[src/rtl/core/oma_pkg.sv]
// Shared widths, defaults and register map for the offset moving average unit.
package oma_pkg;

  localparam int SAMPLE_W       = 16;
  localparam int WINDOW_DEFAULT = 8;
  localparam int WINDOW_MAX     = 64;

  // Configuration register map
  localparam int APB_DATA_W = 32;
  localparam int APB_ADDR_W = 3;
  localparam logic REG_BASELINE_OFFSET = 1'b0;

endpackage

[src/rtl/core/offset_moving_average_unit.sv]
// Offset moving average unit: baseline subtract, window ring, shared-adder divider.
//
// Usage: one signed 16-bit sample per request on the sample channel
// (sample_valid / sample_stall). The configured baseline offset is
// subtracted with 16-bit wrap, the corrected value replaces the oldest entry
// of a WINDOW-deep ring, and the running sum divided by the number of samples
// seen (capped at WINDOW) comes out on the result channel
// (result_valid / result_stall), truncated toward zero.
// The sum is SUM_W = 16 + log2(WINDOW) bits wide. One request is in flight at
// a time; the block raises sample_stall while busy, so no new sample is taken
// until the last one's result is in the output register. The cost is set by
// the restoring divider, one quotient bit per cycle through the single shared
// add/subtract unit.
// A finished result sits in an output register; the next sample is taken
// while it waits. If the receiver stalls and a second result is ready, the
// sequencer holds until the output register frees.
// Reset clears the baseline offset, running sum, fill count and write slot;
// ring entries are treated as zero until the ring has filled once.
// baseline_offset is written over the APB port at any address with paddr[2] = 0 (0 to 3).
module offset_moving_average_unit
  import oma_pkg::*;
#(
  parameter int WINDOW = WINDOW_DEFAULT
) (
  input  logic                         clk,
  input  logic                         rst,
  // configuration
  input  logic                         psel,
  input  logic                         penable,
  input  logic                         pwrite,
  input  logic [APB_ADDR_W-1:0]        paddr,
  input  logic [APB_DATA_W-1:0]        pwdata,
  output logic [APB_DATA_W-1:0]        prdata,
  output logic                         pready,
  // samples
  input  logic                         sample_valid,
  output logic                         sample_stall,
  input  logic signed [SAMPLE_W-1:0]   raw_accel,
  // results
  output logic                         result_valid,
  input  logic                         result_stall,
  output logic signed [SAMPLE_W-1:0]   smoothed_accel
);

  localparam int SLOT_W  = (WINDOW > 1) ? $clog2(WINDOW) : 1;
  localparam int COUNT_W = $clog2(WINDOW + 1);
  localparam int SUM_W   = SAMPLE_W + $clog2(WINDOW);
  localparam int ALU_W   = SUM_W + 1;
  localparam int BIT_W   = $clog2(SUM_W);

  localparam logic [2:0] S_IDLE = 3'd0;
  localparam logic [2:0] S_SUB  = 3'd1;
  localparam logic [2:0] S_ADD  = 3'd2;
  localparam logic [2:0] S_ABS  = 3'd3;
  localparam logic [2:0] S_DIV  = 3'd4;
  localparam logic [2:0] S_SIGN = 3'd5;

  logic [2:0]                 state;
  logic signed [SAMPLE_W-1:0] baseline_offset;
  logic [SAMPLE_W-1:0]        sample;
  logic [SLOT_W-1:0]          write_slot;
  logic [COUNT_W-1:0]         fill_count;
  logic [SUM_W-1:0]           running_total;
  logic [SUM_W-1:0]           quo;
  logic [COUNT_W-1:0]         rem;
  logic [BIT_W-1:0]           bit_cnt;
  logic                       neg;

  logic [SAMPLE_W-1:0]        ring [WINDOW];
  logic [SAMPLE_W-1:0]        ring_rd;
  logic                       ring_we;

  logic [ALU_W-1:0]           alu_a;
  logic [ALU_W-1:0]           alu_b;
  logic                       alu_sub;
  logic [ALU_W-1:0]           alu_y;

  logic                       sample_take;
  logic                       cfg_write;
  logic                       ring_full;
  logic [SAMPLE_W-1:0]        old_sample;
  logic [COUNT_W:0]           shifted;
  logic                       result_load;

  assign pready       = 1'b1;
  assign prdata       = APB_DATA_W'(baseline_offset);
  assign cfg_write    = psel && penable && pwrite && pready;
  assign sample_stall = (state != S_IDLE);
  assign sample_take  = sample_valid && !sample_stall;
  assign ring_full    = (fill_count == COUNT_W'(WINDOW));
  // entries not yet written since reset read as zero
  assign old_sample   = ring_full ? ring_rd : '0;
  assign shifted      = {rem, quo[SUM_W-1]};
  assign ring_we      = (state == S_SUB);
  assign result_load  = (state == S_SIGN) && (!result_valid || !result_stall);

  // shared add/subtract unit
  always_comb begin
    alu_a   = '0;
    alu_b   = '0;
    alu_sub = 1'b0;
    case (state)
      S_SUB: begin
        alu_a   = {running_total[SUM_W-1], running_total};
        alu_b   = {{(ALU_W-SAMPLE_W){old_sample[SAMPLE_W-1]}}, old_sample};
        alu_sub = 1'b1;
      end
      S_ADD: begin
        alu_a   = {running_total[SUM_W-1], running_total};
        alu_b   = {{(ALU_W-SAMPLE_W){sample[SAMPLE_W-1]}}, sample};
      end
      S_ABS: begin
        alu_b   = {running_total[SUM_W-1], running_total};
        alu_sub = running_total[SUM_W-1];
      end
      S_DIV: begin
        alu_a   = {{(ALU_W-COUNT_W-1){1'b0}}, shifted};
        alu_b   = {{(ALU_W-COUNT_W){1'b0}}, fill_count};
        alu_sub = 1'b1;
      end
      S_SIGN: begin
        alu_b   = {1'b0, quo};
        alu_sub = neg;
      end
      default: begin
        alu_a   = '0;
      end
    endcase
    alu_y = alu_sub ? (alu_a - alu_b) : (alu_a + alu_b);
  end

  always_ff @(posedge clk) begin
    if (ring_we) begin
      ring[write_slot] <= sample;
    end
    ring_rd <= ring[write_slot];
  end

  always_ff @(posedge clk) begin
    if (rst) begin
      state           <= S_IDLE;
      baseline_offset <= '0;
      write_slot      <= '0;
      fill_count      <= '0;
      running_total   <= '0;
      result_valid    <= 1'b0;
    end else begin
      if (cfg_write && (paddr[2] == REG_BASELINE_OFFSET)) begin
        baseline_offset <= pwdata[SAMPLE_W-1:0];
      end
      if (result_load) begin
        result_valid <= 1'b1;
      end else if (result_valid && !result_stall) begin
        result_valid <= 1'b0;
      end
      case (state)
        S_IDLE: begin
          if (sample_take) begin
            sample <= raw_accel - baseline_offset;
            state  <= S_SUB;
          end
        end
        S_SUB: begin
          running_total <= alu_y[SUM_W-1:0];
          if (write_slot == SLOT_W'(WINDOW - 1)) begin
            write_slot <= '0;
          end else begin
            write_slot <= write_slot + 1'b1;
          end
          if (!ring_full) begin
            fill_count <= fill_count + 1'b1;
          end
          state <= S_ADD;
        end
        S_ADD: begin
          running_total <= alu_y[SUM_W-1:0];
          state         <= S_ABS;
        end
        S_ABS: begin
          quo     <= alu_y[SUM_W-1:0];
          neg     <= running_total[SUM_W-1];
          rem     <= '0;
          bit_cnt <= BIT_W'(SUM_W - 1);
          state   <= S_DIV;
        end
        S_DIV: begin
          // restoring step: keep the difference when it did not go negative
          if (!alu_y[ALU_W-1]) begin
            rem <= alu_y[COUNT_W-1:0];
          end else begin
            rem <= shifted[COUNT_W-1:0];
          end
          quo <= {quo[SUM_W-2:0], ~alu_y[ALU_W-1]};
          if (bit_cnt == '0) begin
            state <= S_SIGN;
          end else begin
            bit_cnt <= bit_cnt - 1'b1;
          end
        end
        S_SIGN: begin
          if (result_load) begin
            smoothed_accel <= alu_y[SAMPLE_W-1:0];
            state          <= S_IDLE;
          end
        end
        default: begin
          state <= S_IDLE;
        end
      endcase
    end
  end

endmodule

[config.mk]
export PLATFORM = sky130hd
export DESIGN_NAME = offset_moving_average_unit
export DESIGN_NICKNAME = d
export VERILOG_FILES = /design/src/rtl/core/oma_pkg.sv /design/src/rtl/core/offset_moving_average_unit.sv
export SDC_FILE = /design/constraint.sdc
export NUM_CORES = 1
export LEC_CHECK = 0
export BUFFER_PORTS_ARGS = -buffer_cell sky130_fd_sc_hd__buf_2
export CORE_MARGIN = 2
export CORE_UTILIZATION = 50
export DETAILED_ROUTE_END_ITERATION = 12
export PLACE_DENSITY_LB_ADDON = 0.3
export SLEW_MARGIN = 20
export SYNTH_ARGS = -nofsm -noshare
export SYNTH_HDL_FRONTEND = slang
export SYNTH_SLANG_ARGS = --single-unit
[constraint.sdc]
create_clock -name clk -period 12.75 [get_ports clk]
set_input_delay 2.55 -clock clk [delete_from_list [all_inputs] [get_ports clk]]
set_output_delay 2.55 -clock clk [all_outputs]
set_load 0.01 [all_outputs]
==> flow_summary.json <==
{
  "status": "finished clean",
  "fin_crit_sh": 0.438,
  "finalCriticalPeriod_ps": 5580,
  "async_flop_share": 0,
  "synth_compound_area_frac": 0.148,
  "netlist.area_leader.share": 0.478,
  "finish.utilization": 0.577,
  "dieArea_mm2": 0.0250,
  "reg2reg_from": "state[1]$_SDFFE_PP0P_",
  "hold_start": "running_total[5]$_SDFFE_PP0N_",
  "synth_top_family_by_area": "compound AO/OA/AOI/OAI gates",
  "htreeDepth": 1,
  "wl_per_cell_um": 19.1,
  "hold_class": "flop to flop",
  "fin_nets": 1233,
  "finalHoldViolCount": 0,
  "fin_setup_tns_ps": 0,
  "gp_congestion": 0.894,
  "ir_worst_vdd_mv": 0.0940,
  "ant_nets": 0,
  "critPathArrivalTime_ps": 5820,
  "final_common_cell": "edfxtp_1",
  "slew_viol_final": 0,
  "antenna_found_initial": 0,
  "clk_pin_slew_ps": 60,
  "crit_type": "flop to flop",
  "syn_inst": 1059,
  "synth-seq-area-share": 0.582,
  "yosys.area_share.simple": 0.146,
  "postCtsSetupBuffers": 0,
  "root_buffer": "clkbuf_16",
  "cts_hold_buffers": 0,
  "grt-ovfl-total": 0,
  "fmax_mhz": 179,
  "synth_area_mm2": 0.0119,
  "hpwlAfterDp_um": 18700,
  "ios": 109,
  "cts-buffers-inserted": 26,
  "synthFlopType": "edfxtp_1",
  "cts_tree": "built",
  "ys_types": 73,
  "power_mw": 2.21,
  "antennaDiodeCount": 0,
  "crit_path_end_kind": "flop",
  "r2r_cells": 16,
  "slew_headroom": 0.289,
  "grt_max_degree": 52,
  "startpoint": "state[1]$_SDFFE_PP0P_",
  "tightest_slew_ps": 1060,
  "cts_resized": 0,
  "area_growth_pct": 13.6,
  "drtIter0Drc": 711,
  "synth_fp_nets": 1159,
  "p_per_area_mw_per_mm2": 164,
  "synthAdderAreaFrac": 0.0455,
  "ys_warn_count": 0,
  "initial_utilization": 0.507,
  "cap_viol_max_count": 0,
  "setup_viol": 0,
  "yosys.area.top_type": "edfxtp_1",
  "dr.pass1.iters": 5,
  "rows": 56,
  "final_cell_mix": "edfxtp_1, nand2_1, buf_2",
  "required_ps": 12990,
  "synth_edf_count": 189,
  "grt_setup_unrepaired": "no",
  "finalHoldWorstSlack_ps": 468,
  "die_x_um": 158,
  "finClkSkew_ps": 7.81,
  "clockBufferDepth": 3,
  "avgSynthCellArea_um2": 11.2,
  "holdPathStages": 2,
  "cp_max_fo": 22,
  "insertion_delay_ps": 540,
  "crit_path_start_kind": "flop",
  "grt_pass1_wl_um": 44200,
  "synthMuxAreaShare": 0.00780,
  "fp.dieH_um": 158,
  "synth_xor_area_frac": 0.0310,
  "grt_pass1_vias": 8013,
  "vias_per_cell": 5.73,
  "vias": 8440,
  "cts_sinks": 251,
  "drive_gt1_frac": 0.155,
  "core_mm2": 0.0234,
  "track_usage": 0.229,
  "fill_cells": 1991,
  "p_leak_nw": 4.96,
  "synth_area_leaders": "edfxtp_1, dfxtp_1, nand2_1",
  "wl_um": 28100,
  "port_buffers": 89,
  "synth-seq-cells": 251,
  "drc_errors": 0
}
[area by class of cell]
| class | instances | area [um^2] | area share |
|---|---|---|---|
| sequential | 251 | 6920 | 0.513 |
| clock inverter | 15 | 153 | 0.0113 |
| timing repair buffer | 111 | 611 | 0.0452 |
| tap | 319 | 399 | 0.0296 |
| clock buffer | 33 | 717 | 0.0531 |
| multi-input combinational | 706 | 4560 | 0.338 |
| inverter | 37 | 139 | 0.0103 |
[flip-flops by register name, indices dropped and copies added (netlist names)]
name / cells
bit_cnt: 5
ring_rd: 16
result_valid: 1
ring: 128
neg: 1
rem: 4
state: 3
smoothed_accel: 16
quo: 19
fill_count: 4
baseline_offset: 16
write_slot: 3
running_total: 19
sample: 16
[worst max-delay path: stages (launching register included)]
cell       delay [ps]
dfxtp_1           290
buf_4             210
or3b_1            740
nor2_2            720
a21oi_1           210
ha_1              260
o2111a_1          150
and4b_4           230
a31oi_1           190
xor2_1            270
ha_1              400
a2111oi_0         720
o31ai_1           180
a211oi_1          270
nor3_1            200
nand3_1           120
o21ai_0            90
[worst paths after layout]
kind | slack, ps | endpoint
max | 7170 | rem[0]$_SDFFCE_PN0P_
min | 470 | running_total[5]$_SDFFE_PP0N_
max reg2reg | 7170 | rem[0]$_SDFFCE_PN0P_
min reg2reg | 470 | running_total[5]$_SDFFE_PP0N_
[synth_stat cells (all sizes together) (6+ instances only)]
library cell	n
clkbuf	40
a21o	9
nand2	151
a21boi	6
and2	24
o21a	14
xor2	19
edfxtp	189
xnor2	23
dfxtp	62
nand3	19
a21oi	76
a22oi	69
nand4	17
nand3b	11
o21ai	27
or3	6
a31oi	7
inv	37
and3	6
nor2b	19
ha	40
a22o	6
nor3	17
buf	25
nor2	51
nor3b	7
mux2i	7
[kinds of logic (layout without fill, tap and decap cells)]
logic type	count (synthesis)	count (layout)
multiplexers	9	9
adder cells (fa/ha/maj)	42	42
buffers and inverters	102	196
AND/OR/NAND/NOR	351	351
AO/OA/AOI/OAI	261	261
XOR/XNOR	42	42
other	1	1
flip-flops	251	251
[power breakdown]
| group | leakage, nW | internal, mW | switching [mW] |
|---|---|---|---|
| logic | 2.31 | 0.183 | 0.284 |
| clock network | 0.430 | 0.442 | 0.321 |
| registers | 2.22 | 0.948 | 0.0316 |
[stage by stage]
stage | setup WS, ps | std cells | area (um^2)
4_1_cts | 7270 | 1472 | 13500
3_3_place_gp | 7330 | 1424 | 12600
5_1_grt | 6800 | 1472 | 13500
3_5_place_dp | 7290 | 1424 | 12600
2_1_floorplan | 8230 | 1059 | 11900
6_report | 7170 | 1472 | 13500
[layer usage]
metal  global-route usage  share of wire  vias up
met5                    0              0        -
met4               0.0695          0.026        0
met3               0.0370          0.076       51
met2                0.358           0.44      327
met1                0.332           0.45     4007
li1                     -              -     4055
No activity file was read; power rests on OpenSTA's default activity.
